==> config.mk <==
export PLATFORM = sky130hd
export DESIGN_NAME = sd_spi_init_and_read_sequencer
export DESIGN_NICKNAME = d
export VERILOG_FILES = /design/src/rtl/sdspi_pkg.sv /design/src/rtl/sd_spi_init_and_read_sequencer.sv
export SDC_FILE = /design/constraint.sdc
export NUM_CORES = 1
export LEC_CHECK = 0
export ABC_CLOCK_PERIOD_IN_PS = 3000
export BUFFER_PORTS_ARGS = -buffer_cell sky130_fd_sc_hd__buf_2
export CAP_MARGIN = 20
export CORE_MARGIN = 2
export CORE_UTILIZATION = 53
export CTS_CLUSTER_DIAMETER = 30
export DETAILED_ROUTE_END_ITERATION = 6
export GPL_ROUTABILITY_DRIVEN = 0
export PLACE_DENSITY = 0.76
export RECOVER_POWER = 25
export SLEW_MARGIN = 15
export SYNTH_ARGS = -nofsm -noshare
export SYNTH_HDL_FRONTEND = slang
export SYNTH_SLANG_ARGS = --single-unit
==> constraint.sdc <==
create_clock -name clock -period 3 [get_ports clock]
set_input_delay 0 -clock clock [delete_from_list [all_inputs] [get_ports clock]]
set_output_delay 0 -clock clock [all_outputs]
set_load 0.005 [all_outputs]
==> src/rtl/sdspi_pkg.sv <==
`default_nettype none

package sdspi_pkg;

   // input selector codes
   localparam logic [1:0] CMD_START_INIT = 2'd0;
   localparam logic [1:0] CMD_START_READ = 2'd1;
   localparam logic [1:0] CMD_RX_BYTE    = 2'd2;

   // configuration register indexes
   localparam logic [7:0] CSR_RESPONSE_WAIT = 8'd0;
   localparam logic [7:0] CSR_TOKEN_WAIT    = 8'd1;

   localparam int CSR_INDEX_W = 8;
   localparam int CSR_DATA_W  = 16;

   localparam logic [7:0]  RESPONSE_WAIT_RESET = 8'd200;
   localparam logic [15:0] TOKEN_WAIT_RESET    = 16'd30000;

   // card kinds
   localparam logic [1:0] CARD_NONE = 2'd0;
   localparam logic [1:0] CARD_V1   = 2'd1;
   localparam logic [1:0] CARD_V2   = 2'd2;
   localparam logic [1:0] CARD_HC   = 2'd3;

   // protocol bytes
   localparam logic [7:0] BYTE_IDLE     = 8'hFF;
   localparam logic [7:0] CODE_CMD0     = 8'h40;
   localparam logic [7:0] CODE_CMD8     = 8'h48;
   localparam logic [7:0] CODE_CMD55    = 8'h77;
   localparam logic [7:0] CODE_ACMD41   = 8'h69;
   localparam logic [7:0] CODE_CMD58    = 8'h7A;
   localparam logic [7:0] CODE_CMD17    = 8'h51;
   localparam logic [7:0] CRC_CMD0      = 8'h95;
   localparam logic [7:0] CRC_CMD8      = 8'h87;
   localparam logic [7:0] R1_IDLE       = 8'h01;
   localparam logic [7:0] R1_ILLEGAL    = 8'h05;
   localparam logic [7:0] R1_READY      = 8'h00;
   localparam logic [7:0] START_TOKEN   = 8'hFE;
   localparam logic [31:0] ARG_CMD8     = 32'h0000_01AA;
   localparam logic [31:0] ARG_ACMD41   = 32'h4000_0000;
   localparam logic [15:0] IDLE_CLOCK_BYTES = 16'd16;

   // result beat layout
   localparam int RSP_TX_VALID_BIT = 8;
   localparam int RSP_CS_BIT       = 9;
   localparam int RSP_DONE_BIT     = 10;
   localparam int RSP_STATUS_BIT   = 11;
   localparam int RSP_DATA_W       = 16;
   localparam int REQ_DATA_W       = 40;

   typedef enum logic [3:0] {
      PH_IDLE,
      PH_HOLD,
      PH_CLOCKS,
      PH_CMD0,
      PH_CMD8,
      PH_ECHO,
      PH_CMD55,
      PH_ACMD41,
      PH_CMD58,
      PH_OCR,
      PH_CMD17,
      PH_TOKEN
   } phase_type;

   function automatic logic [7:0] code_of(input phase_type p);
      logic [7:0] c;
      unique case (p)
         PH_CMD0:   c = CODE_CMD0;
         PH_CMD8:   c = CODE_CMD8;
         PH_CMD55:  c = CODE_CMD55;
         PH_ACMD41: c = CODE_ACMD41;
         PH_CMD58:  c = CODE_CMD58;
         default:   c = CODE_CMD17;
      endcase
      return c;
   endfunction

   function automatic logic [7:0] crc_of(input phase_type p);
      logic [7:0] c;
      if (p == PH_CMD0) c = CRC_CMD0;
      else if (p == PH_CMD8) c = CRC_CMD8;
      else c = BYTE_IDLE;
      return c;
   endfunction

   // byte of a command frame: idle, code, argument MSB first, crc
   function automatic logic [7:0] frame_byte(input phase_type p, input logic [2:0] idx,
                                             input logic [31:0] arg);
      logic [7:0] b;
      case (idx)
         3'd0:    b = BYTE_IDLE;
         3'd1:    b = code_of(p);
         3'd2:    b = arg[31:24];
         3'd3:    b = arg[23:16];
         3'd4:    b = arg[15:8];
         3'd5:    b = arg[7:0];
         default: b = crc_of(p);
      endcase
      return b;
   endfunction

endpackage

`default_nettype wire

==> src/rtl/sd_spi_init_and_read_sequencer.sv <==
`default_nettype none

// SPI-mode SD card command sequencer, one byte exchange per beat.
// Request channel (req_): tuser selects start init, start block read or
// byte received; tdata carries the received byte and the sector number.
// Every accepted request beat yields exactly one response beat (rsp_)
// carrying the next byte to send, its valid flag, chip select, done,
// status and the detected card kind.
// CSR channel: csr_index 0 is the response poll limit, 1 the token poll
// limit; csr_ready is always high. Write only while no beat is pending.
// The response beat is registered and appears in the cycle after the request beat.
// Throughput: one beat per clock unless a stalled response holds it; the
// whole next-state and next-byte decode is one combinational pass into
// the response register. In use each beat stands for one SPI byte exchange.
// Reset (synchronous) returns to idle, card kind uninitialized and the
// limits to 200 and 30000, and empties the response register.
// A stalled response holds its beat; req_tready drops only while the
// response register is full and rsp_tready is low.
module sd_spi_init_and_read_sequencer
   import sdspi_pkg::*;
(
   input  wire logic                   clock,
   input  wire logic                   reset,
   input  wire logic                   req_tvalid,
   output logic                        req_tready,
   input  wire logic [1:0]             req_tuser,  // cmd[1:0]
   input  wire logic [REQ_DATA_W-1:0]  req_tdata,  // rx_byte[7:0], block_number[39:8]
   output logic                        rsp_tvalid,
   input  wire logic                   rsp_tready,
   // tx_byte[7:0], tx_valid[8], chip_select_active[9], done_res[10],
   // status[11], card_kind[13:12], zero[15:14]
   output logic [RSP_DATA_W-1:0]       rsp_tdata,
   input  wire logic                   csr_valid,
   output logic                        csr_ready,
   input  wire logic [CSR_INDEX_W-1:0] csr_index,
   input  wire logic [CSR_DATA_W-1:0]  csr_data
);

   logic [7:0]            resp_limit_ff;
   logic [15:0]           token_limit_ff;
   phase_type             phase_ff, phase_in;
   logic [2:0]            fbi_ff, fbi_in;
   logic [15:0]           retry_ff, retry_in;
   logic [1:0]            card_ff, card_in;
   logic [31:0]           arg_ff, arg_in;
   logic [7:0]            ocr_ff, ocr_in;
   logic [7:0]            poll_ff, poll_in;
   logic                  rsp_valid_ff;
   logic [RSP_DATA_W-1:0] rsp_data_ff, rsp_data_in;

   logic       accept;
   logic [1:0] cmd;
   logic [7:0] rx;
   logic [31:0] blk;

   logic       fa_fin;
   logic [7:0] fa_resp;
   logic [7:0] fa_tx;
   logic [2:0] fa_fbi;
   logic [7:0] fa_poll;

   logic [7:0] tx_c;
   logic       valid_c, done_c, fail_c, cs_c;

   assign cmd = req_tuser;
   assign rx  = req_tdata[7:0];
   assign blk = req_tdata[39:8];

   assign req_tready = !rsp_valid_ff || rsp_tready;
   assign accept     = req_tvalid && req_tready;
   assign rsp_tvalid = rsp_valid_ff;
   assign rsp_tdata  = rsp_data_ff;
   assign csr_ready  = 1'b1;

   // advance the current command frame and its response poll
   always_comb begin
      fa_fin  = 1'b0;
      fa_resp = BYTE_IDLE;
      fa_tx   = BYTE_IDLE;
      fa_fbi  = fbi_ff;
      fa_poll = poll_ff;
      if (fbi_ff < 3'd6) begin
         fa_fbi = fbi_ff + 3'd1;
         fa_tx  = frame_byte(phase_ff, fbi_ff + 3'd1, arg_ff);
      end else if (fbi_ff == 3'd6) begin
         fa_fbi  = 3'd7;
         fa_poll = 8'd0;
      end else if (rx != BYTE_IDLE) begin
         fa_fin  = 1'b1;
         fa_resp = rx;
      end else if (poll_ff >= resp_limit_ff) begin
         fa_fin = 1'b1;
      end else begin
         fa_poll = poll_ff + 8'd1;
      end
   end

   // next state and response beat for one request beat
   always_comb begin
      phase_in = phase_ff;
      fbi_in   = fbi_ff;
      retry_in = retry_ff;
      card_in  = card_ff;
      arg_in   = arg_ff;
      ocr_in   = ocr_ff;
      poll_in  = poll_ff;
      tx_c     = 8'd0;
      valid_c  = 1'b0;
      done_c   = 1'b0;
      fail_c   = 1'b0;

      if (cmd == CMD_START_INIT) begin
         phase_in = PH_CLOCKS;
         fbi_in   = 3'd0;
         poll_in  = 8'd0;
         retry_in = 16'd1;
         tx_c     = BYTE_IDLE;
         valid_c  = 1'b1;
      end else if (cmd == CMD_START_READ) begin
         arg_in   = (card_ff == CARD_HC) ? blk : {blk[22:0], 9'd0};
         retry_in = 16'd0;
         phase_in = PH_CMD17;
         fbi_in   = 3'd0;
         poll_in  = 8'd0;
         tx_c     = BYTE_IDLE;
         valid_c  = 1'b1;
      end else if (cmd == CMD_RX_BYTE && phase_ff != PH_IDLE && phase_ff != PH_HOLD) begin
         valid_c = 1'b1;
         unique case (phase_ff)
            PH_CLOCKS: begin
               tx_c = BYTE_IDLE;
               if (retry_ff < IDLE_CLOCK_BYTES) begin
                  retry_in = retry_ff + 16'd1;
               end else begin
                  phase_in = PH_CMD0;
                  arg_in   = 32'd0;
                  fbi_in   = 3'd0;
                  poll_in  = 8'd0;
               end
            end
            PH_CMD0, PH_CMD8, PH_CMD55, PH_ACMD41, PH_CMD58, PH_CMD17: begin
               fbi_in  = fa_fbi;
               poll_in = fa_poll;
               tx_c    = fa_tx;
               if (fa_fin) begin
                  tx_c = BYTE_IDLE;
                  unique case (phase_ff)
                     PH_CMD0: begin
                        if (fa_resp == R1_IDLE) begin
                           phase_in = PH_CMD8;
                           arg_in   = ARG_CMD8;
                           fbi_in   = 3'd0;
                           poll_in  = 8'd0;
                        end else begin
                           done_c = 1'b1;
                           fail_c = 1'b1;
                        end
                     end
                     PH_CMD8: begin
                        if (fa_resp == R1_IDLE) begin
                           card_in  = CARD_V2;
                           phase_in = PH_ECHO;
                           fbi_in   = 3'd1;
                        end else if (fa_resp == R1_ILLEGAL) begin
                           card_in = CARD_V1;
                           done_c  = 1'b1;
                        end else begin
                           done_c = 1'b1;
                           fail_c = 1'b1;
                        end
                     end
                     PH_CMD55: begin
                        phase_in = PH_ACMD41;
                        arg_in   = ARG_ACMD41;
                        fbi_in   = 3'd0;
                        poll_in  = 8'd0;
                     end
                     PH_ACMD41: begin
                        if (fa_resp == R1_READY) begin
                           phase_in = PH_CMD58;
                           arg_in   = 32'd0;
                           fbi_in   = 3'd0;
                           poll_in  = 8'd0;
                        end else if (retry_ff >= {8'd0, resp_limit_ff}) begin
                           done_c = 1'b1;
                           fail_c = 1'b1;
                        end else begin
                           retry_in = retry_ff + 16'd1;
                           phase_in = PH_CMD55;
                           arg_in   = 32'd0;
                           fbi_in   = 3'd0;
                           poll_in  = 8'd0;
                        end
                     end
                     PH_CMD58: begin
                        phase_in = PH_OCR;
                        fbi_in   = 3'd1;
                     end
                     default: begin
                        // read command
                        if (fa_resp == R1_READY) begin
                           phase_in = PH_TOKEN;
                           retry_in = 16'd0;
                        end else if (retry_ff >= token_limit_ff) begin
                           done_c = 1'b1;
                           fail_c = 1'b1;
                        end else begin
                           retry_in = retry_ff + 16'd1;
                           fbi_in   = 3'd0;
                           poll_in  = 8'd0;
                        end
                     end
                  endcase
               end
            end
            PH_ECHO: begin
               tx_c = BYTE_IDLE;
               if (fbi_ff < 3'd4) begin
                  fbi_in = fbi_ff + 3'd1;
               end else begin
                  retry_in = 16'd0;
                  phase_in = PH_CMD55;
                  arg_in   = 32'd0;
                  fbi_in   = 3'd0;
                  poll_in  = 8'd0;
               end
            end
            PH_OCR: begin
               tx_c = BYTE_IDLE;
               if (fbi_ff == 3'd1) ocr_in = rx;
               if (fbi_ff < 3'd4) begin
                  fbi_in = fbi_ff + 3'd1;
               end else begin
                  if (ocr_ff[6]) card_in = CARD_HC;
                  done_c = 1'b1;
               end
            end
            default: begin
               // start token poll
               tx_c = BYTE_IDLE;
               if (rx == START_TOKEN) begin
                  done_c = 1'b1;
               end else if (retry_ff >= token_limit_ff) begin
                  done_c = 1'b1;
                  fail_c = 1'b1;
               end else begin
                  retry_in = retry_ff + 16'd1;
               end
            end
         endcase

         // end of operation: no exchange, a read keeps chip select
         if (done_c) begin
            valid_c  = 1'b0;
            tx_c     = 8'd0;
            phase_in = (phase_ff == PH_CMD17 || phase_ff == PH_TOKEN) ? PH_HOLD : PH_IDLE;
         end
      end

      cs_c = (phase_in != PH_IDLE) && (phase_in != PH_CLOCKS);
      rsp_data_in = {2'b00, card_in, fail_c, done_c, cs_c, valid_c, tx_c};
   end

   // sequencer state, advanced on each accepted request beat
   always_ff @(posedge clock) begin
      if (reset) begin
         phase_ff <= PH_IDLE;
         fbi_ff   <= 3'd0;
         retry_ff <= 16'd0;
         card_ff  <= CARD_NONE;
         arg_ff   <= 32'd0;
         ocr_ff   <= 8'd0;
         poll_ff  <= 8'd0;
      end else if (accept) begin
         phase_ff <= phase_in;
         fbi_ff   <= fbi_in;
         retry_ff <= retry_in;
         card_ff  <= card_in;
         arg_ff   <= arg_in;
         ocr_ff   <= ocr_in;
         poll_ff  <= poll_in;
      end
   end

   // configuration registers
   always_ff @(posedge clock) begin
      if (reset) begin
         resp_limit_ff  <= RESPONSE_WAIT_RESET;
         token_limit_ff <= TOKEN_WAIT_RESET;
      end else if (csr_valid && csr_ready) begin
         if (csr_index == CSR_RESPONSE_WAIT) resp_limit_ff <= csr_data[7:0];
         else if (csr_index == CSR_TOKEN_WAIT) token_limit_ff <= csr_data;
      end
   end

   // response register: load on accept, drop when taken
   always_ff @(posedge clock) begin
      if (reset) begin
         rsp_valid_ff <= 1'b0;
      end else if (accept) begin
         rsp_valid_ff <= 1'b1;
      end else if (rsp_tready) begin
         rsp_valid_ff <= 1'b0;
      end
   end

   always_ff @(posedge clock) begin
      if (accept) rsp_data_ff <= rsp_data_in;
   end

endmodule

`default_nettype wire

Word-level counts from Yosys, hierarchy flattened
Cells that the tools add are included.
{"block": "word_totals", "reg_bits": 111, "inputBits": 71, "out_inout_bits": 19, "elab_cells": 226}
{"block": "classes", "add_sub_neg": 3, "magnitude_cmp": 6, "eq_ne": 43, "muxes": 122, "bitwise_logic": 4, "n_reduce_logical": 35}
{"op": "two-way mux 32 bit", "count": 9}
{"op": "case mux 32 bit (3 select lines)", "count": 2}
{"op": "two-way mux 8 bit", "count": 23}
{"op": "two-way mux 16 bit", "count": 11}
{"op": "case mux 16 bit (4 select lines)", "count": 1}
{"op": "two-way mux 4 bit", "count": 12}
{"op": "case mux 8 bit (6 select lines)", "count": 1}
{"op": "two-way mux 3 bit", "count": 15}
{"op": "case mux 16 bit (2 select lines)", "count": 1}
{"op": "case mux 8 bit (4 select lines)", "count": 1}
{"op": "case mux 6 bit (5 select lines)", "count": 1}
{"op": "inequality test 4 bit, second input constant", "count": 7}
{"op": "two-way mux 1 bit", "count": 24}
{"op": "case mux 8 bit (3 select lines)", "count": 1}
{"op": "inequality test 5 bit, second input constant", "count": 4}
{"op": "case mux 4 bit (5 select lines)", "count": 1}
{"op": "AND reduction 10 bit", "count": 2}
{"op": "two-way mux 2 bit", "count": 9}
{"op": "adder 16 x 1 -> 16 bit, second input constant", "count": 1}
{"op": "== test 4 x 3 -> 1 bit, second input constant", "count": 4}
{"op": "== test 4 bit, second input constant", "count": 4}
{"op": "== test 8 x 1 -> 1 bit, second input constant", "count": 2}
{"op": ">= comparator 16 bit", "count": 1}
{"op": ">= comparator 16 x 8 -> 1 bit", "count": 1}
{"op": "other kinds (46)", "count": 75}

Longest topological paths before layout
{"block": "logic_depth", "ltp_word": 18, "depth_mapped": 13, "mapped_depth_nobuf": 11}

Worst setup path after synthesis
OpenSTA, ideal clock, no wires.
{"block": "synth_timing", "path_kind": "register -> register", "startpoint": "register fbi_ff[0]", "endpoint": "register arg_ff[11]", "setup_time_ns": 0.116, "arrival_time_ns": 2.786, "required_ns": 2.884, "slack_ns": 0.098, "stages_incl_launch_ff": 13, "path_buffers": 2, "period_less_slack_ns": 2.902, "cell_sequence": "dfxtp_1 -> inv_1 -> ha_1 -> and3b_1 -> clkbuf_1 -> and4_1 -> a211oi_1 -> or3_1 -> a211o_1 -> o21bai_4 -> a31oi_4 -> buf_2 -> a31o_2"}
{"block": "synth_via", "elab_chain_cells": 10, "word_cells_on_any_way": 20, "classes_between": "order compare (2); eq/ne (6); mux (10); reduce/logical (2)"}
{"element": "start: declaration", "line_no": "sd_spi_init_and_read_sequencer.sv:42", "source": "logic [2:0] fbi_ff, fbi_in;"}
{"element": "start signal: assignment", "line_no": "sd_spi_init_and_read_sequencer.sv:276", "source": "fbi_ff <= fbi_in;"}
{"element": "branches (longest 10 deep; another with < comparator 3 bit)"}
{"element": "end signal: assignment", "line_no": "sd_spi_init_and_read_sequencer.sv:279", "source": "arg_ff <= arg_in;"}
{"element": "end: declaration", "line_no": "sd_spi_init_and_read_sequencer.sv:45", "source": "logic [31:0] arg_ff, arg_in;"}
Several ways; the timed one is not identified. The select of a mux whose other input is x is not followed.
A chain may end at the register's enable or synchronous reset.

Final worst setup path
{"block": "layout_timing", "startpoint": "register resp_limit_ff[6]", "endpoint": "register arg_ff[21]"}
{"block": "layout_via", "elab_chain_cells": 7, "word_cells_on_any_way": 9, "classes_between": "order compare (2); eq/ne (2); mux (4); reduce/logical (1)"}
{"element": "start: declaration", "line_no": "sd_spi_init_and_read_sequencer.sv:39", "source": "logic [7:0] resp_limit_ff;"}
{"element": "start signal: assignment", "line_no": "sd_spi_init_and_read_sequencer.sv:291", "source": "if (csr_index == CSR_RESPONSE_WAIT) resp_limit_ff <= csr_data[7:0];"}
{"element": ">= comparator 8 bit", "line_no": "sd_spi_init_and_read_sequencer.sv:91", "source": "end else if (poll_ff >= resp_limit_ff) begin"}
{"element": "two-way mux 1 bit", "line_no": "sd_spi_init_and_read_sequencer.sv:91"}
{"element": "two-way mux 1 bit", "line_no": "sd_spi_init_and_read_sequencer.sv:88", "source": "end else if (rx != BYTE_IDLE) begin"}
{"element": "two-way mux 1 bit", "line_no": "sd_spi_init_and_read_sequencer.sv:85", "source": "end else if (fbi_ff == 3'd6) begin"}
{"element": "two-way mux 1 bit", "line_no": "sd_spi_init_and_read_sequencer.sv:82", "source": "if (fbi_ff < 3'd6) begin"}
{"element": "inequality test 3 bit (no source line)"}
{"element": "AND reduction 10 bit (no source line) (*)"}
Mark *: on every way between the ends. The rest lies on a longest branch, timed or not.

==> out/qor.txt <==
Synthesized flop and latch total -> 105
Proportion of netlist area held by the largest area contributor -> 0.2647
Post-route DRC violation count -> 0
Number of setup violations in the final report -> 31
Wirelength per Cell -> 18.71 um
Final total negative setup slack -> -1.165 ns
Proportion of total power due to net switching -> 0.2792
CTS tree -> built
Synth area leader -> sky130_fd_sc_hd__dfxtp_1
Skew-Pair Late Insertion Delay -> 0.37 ns
Number of max-capacitance violations reported -> 0
Fraction of synthesis flops using an asynchronous set or reset pin -> 0
Filler Cell Count -> 963
Post-CTS clock slew at the launch and capture registers of the worst setup and hold paths -> 0.08 ns
First-pass GRT wire length -> 33450 um
Hold Startpoint -> req_tdata[25]
Global router's overall resource usage -> 0.2947
Prevailing post-synth register cell -> sky130_fd_sc_hd__dfxtp_1
Maximum number of buffers from clock root to sink -> 2
Cell internal power dissipation -> 2302 uW
FF-to-FF Start -> resp_limit_ff[6]
Standard-cell rows -> 41
Kind of cell with the highest combined delay on the critical path -> compound AO/OA/AOI/OAI gates
DIE WIDTH -> 118.0 um
Sink of the worst hold path -> arg_ff[17]
Antenna-violating nets left -> 0
Proportion of synthesized chip area in sequential cells -> 0.3258
Cell count after synthesis -> 854
Inserted Diodes -> 0
Highest net fanout along the worst path -> 6
Reg-to-reg endpoint -> arg_ff[21]
Number of flops mapped to enable cells by yosys -> 14
Number of cells on the worst hold path -> 3
Final global-route overflow total -> 0
Kind of capture point of the worst setup path -> register
Critical Path Slowest Stage Cell -> sky130_fd_sc_hd__or3_1
Leak Pwr -> 0.004007 uW
Worst-path cell chain -> inv_2 -> ha_4 -> nand2_4 -> or3_1 -> o221a_4 -> or3_1 -> a211o_1 -> o21bai_4 -> buf_4 -> a31oi_4 -> clkbuf_16 -> o31ai_1
Worst hold path class -> in2reg
Combinational group share of total power -> 0.159
Most area-consuming cells after synthesis -> sky130_fd_sc_hd__dfxtp_1, sky130_fd_sc_hd__ha_1, sky130_fd_sc_hd__mux2i_1
Kind of start point of the critical path -> register
Via density per instance -> 6.250
Final std cells w/o fill -> 1213
Routed WL -> 22700 um
Ports -> 90
Worst Tran Pin Value -> 1.200 ns
Max Freq -> 0.3233 GHz
Mean cell area of the mapped netlist -> 8.058 sq um
Worst voltage drop across the vdd grid -> 0.3396 mV
Via total after detailed routing -> 7581
Data required time at the worst endpoint -> 3.26 ns
Outcome -> finished, violations left
Most used standard cells in the synthesized netlist -> sky130_fd_sc_hd__dfxtp_1, sky130_fd_sc_hd__nor2_1, sky130_fd_sc_hd__nand2_1
Number of hold violations in the final report -> 0
Clock skew after layout -> 0.01201 ns
Sequential fraction of design power -> 0.458
Starting DRT DRC Count -> 770
FF-to-FF setup slack -> -0.09 ns
Height of the chip -> 118.0 um
Power per cell area -> 351.0 nW/um^2
Area delta synth->final -> 32.24%
Cell with the most instances after synthesis -> sky130_fd_sc_hd__dfxtp_1
Core area -> 12670 sq um
RSZ-0062 raised after global routing -> true
Setup slack of the critical path after layout -> -0.09269 ns
Period utilisation layout -> 1.031
Cts bufs inserted -> 9
Layout cell share with drive strength beyond 1 -> 0.2498
Vias in the first global route -> 6812
Violations in the final reports -> setup timing
Number of unique standard cell types used by synthesis -> 71
Worst path arrival time -> 3.35 ns
Post-synth design cell area -> 6882 sq um
Sink Count -> 105
Cell Count Post-Placement -> 1142
H-tree levels -> 3
Crit path time final -> 3.093 ns
Initial core utilization -> 0.5431
Maximum number of pins on one net before global-route repair -> 45
Half-perimeter wire length of the detailed placement result -> 14830 um
Final core utilization -> 0.7182
Final slew viol count -> 0
Area after detailed placement -> 7925 sq um
Number of buffer cells added on primary ports -> 86
Depth of the most critical reg-to-reg path -> 12
Synth warn -> 0
Die Area -> 13910 sq um
Slew margin rel. -> 0.1997
Detailed Routing Iterations Pass 1 -> 7
Switch Pwr -> 892.0 uW
Total number of nets in the final design -> 1147
Buf/Inv on CP -> 3
Power share of the clock group -> 0.383
Largest incremental delay on the critical path -> 0.39 ns
Root buffer selected by CTS -> sky130_fd_sc_hd__clkbuf_16
Design area -> 9100 sq um
Crit Path Class -> reg2reg
Initial antenna violation count -> 0
Worst path most repeated cell -> sky130_fd_sc_hd__or3_1
Worst hold slack -> 0.01437 ns
state kept, by name, indices dropped and copies added (netlist names):
name / flops
retry_ff: 16
phase_ff: 4
token_limit_ff: 16
rsp_tvalid: 1
resp_limit_ff: 8
arg_ff: 32
poll_ff: 8
card_ff: 2
fbi_ff: 3
rsp_tdata: 14
ocr_ff: 1
cell usage in the layout (no fill, tap or decap), types with 7 or more instances in the layout:
master,synthesis,final
sky130_fd_sc_hd__o211ai_1,8,8
sky130_fd_sc_hd__a211oi_1,11,7
sky130_fd_sc_hd__o21ai_0,56,41
sky130_fd_sc_hd__a21oi_1,58,56
sky130_fd_sc_hd__nor2_1,81,81
sky130_fd_sc_hd__ha_1,40,35
sky130_fd_sc_hd__edfxtp_1,14,14
sky130_fd_sc_hd__o21ai_1,1,11
sky130_fd_sc_hd__buf_4,3,84
sky130_fd_sc_hd__and2_1,10,10
sky130_fd_sc_hd__nand2b_1,19,18
sky130_fd_sc_hd__dlygate4sd3_1,0,35
sky130_fd_sc_hd__clkbuf_16,0,14
sky130_fd_sc_hd__buf_6,3,7
sky130_fd_sc_hd__a31oi_1,10,10
sky130_fd_sc_hd__nor4_1,8,8
sky130_fd_sc_hd__nand4_1,14,14
sky130_fd_sc_hd__clkbuf_1,32,7
sky130_fd_sc_hd__inv_1,38,33
sky130_fd_sc_hd__a21o_1,9,9
sky130_fd_sc_hd__or3_1,8,8
sky130_fd_sc_hd__and3_1,14,14
sky130_fd_sc_hd__mux2i_1,49,49
sky130_fd_sc_hd__a31o_1,8,8
sky130_fd_sc_hd__nor3_1,34,25
sky130_fd_sc_hd__nand3_1,37,33
sky130_fd_sc_hd__dfxtp_1,91,85
sky130_fd_sc_hd__o31ai_1,20,17
sky130_fd_sc_hd__a221oi_1,7,7
sky130_fd_sc_hd__nand2_1,65,62
sky130_fd_sc_hd__buf_2,8,80
worst max-delay path by stage:
stage,start,endpoint,depth (start not counted)
floorplan,fbi_ff[0],arg_ff[11],12
detailed placement,resp_limit_ff[5],arg_ff[5],12
CTS,resp_limit_ff[5],poll_ff[4],10
finish,resp_limit_ff[6],arg_ff[21],12
global route,resp_limit_ff[6],arg_ff[15],13
global placement,resp_limit_ff[5],poll_ff[4],10
per-stage QoR:
step | total power, uW | setup slack (ns)
floorplan | 1721 | 0.09814
global placement | 1897 | 0.02241
detailed placement | 1900 | -0.05253
CTS | 3142 | -0.004243
global route | 3286 | -0.1806
finish | 3194 | -0.09269
worst reg2reg max path: cells and delay by family, from the launching register on:
kind / cells / cell delay (ns)
AO/OA/AOI/OAI: 5 / 1.18
adder cells (fa/ha/maj): 1 / 0.27
buffers and inverters: 3 / 0.43
flip-flops: 1 / 0.33
AND/OR/NAND/NOR: 3 / 0.78
final cells by class:
cell class | instances | area [sq um] | share of cell area
multi-input combinational | 659 | 4532 | 0.4980
inverter | 40 | 150.1 | 0.01650
clock buffer | 10 | 250.2 | 0.02750
sequential | 105 | 2250 | 0.2472
timing repair buffer | 221 | 1645 | 0.1808
tap | 172 | 215.2 | 0.02365
clock inverter | 6 | 57.56 | 0.006325
layer usage:
layer / wire length (um) / global-route usage
met3: 2071 / 0.05717
met1: 9112 / 0.3851
met4: 857 / 0.1084
met5: 0 / 0
met2: 10660 / 0.4829
repair_timing:
| item | CTS | global route |
|---|---|---|
| pin swaps | 3 | 19 |
| hold endpoints to repair | 39 | 0 |
| buffers inserted | 1 | 10 |
| cloned | 0 | 9 |
| setup endpoints to repair | 20 | 49 |
| gates resized for setup | 3 | 76 |
| hold buffers | 35 | 0 |
logic make-up after synthesis:
family,Yosys count,share of synthesized area
AND/OR/NAND/NOR,319,0.2302
AO/OA/AOI/OAI,245,0.2398
flip-flops,105,0.3258
buffers and inverters,92,0.05655
multiplexers,49,0.07127
adder cells (fa/ha/maj),40,0.07273
other,2,0.001091
XOR/XNOR,2,0.002546
power by group through the flow:
stage | combinational (uW) | sequential, uW | clock [uW]
3_5_place_dp | 404 | 1500 | 0
2_1_floorplan | 227 | 1490 | 0
4_1_cts | 444 | 1460 | 1240
5_1_grt | 541 | 1470 | 1280
6_report | 509 | 1460 | 1220
3_3_place_gp | 402 | 1500 | 0
(Power assumes the default switching activity.)
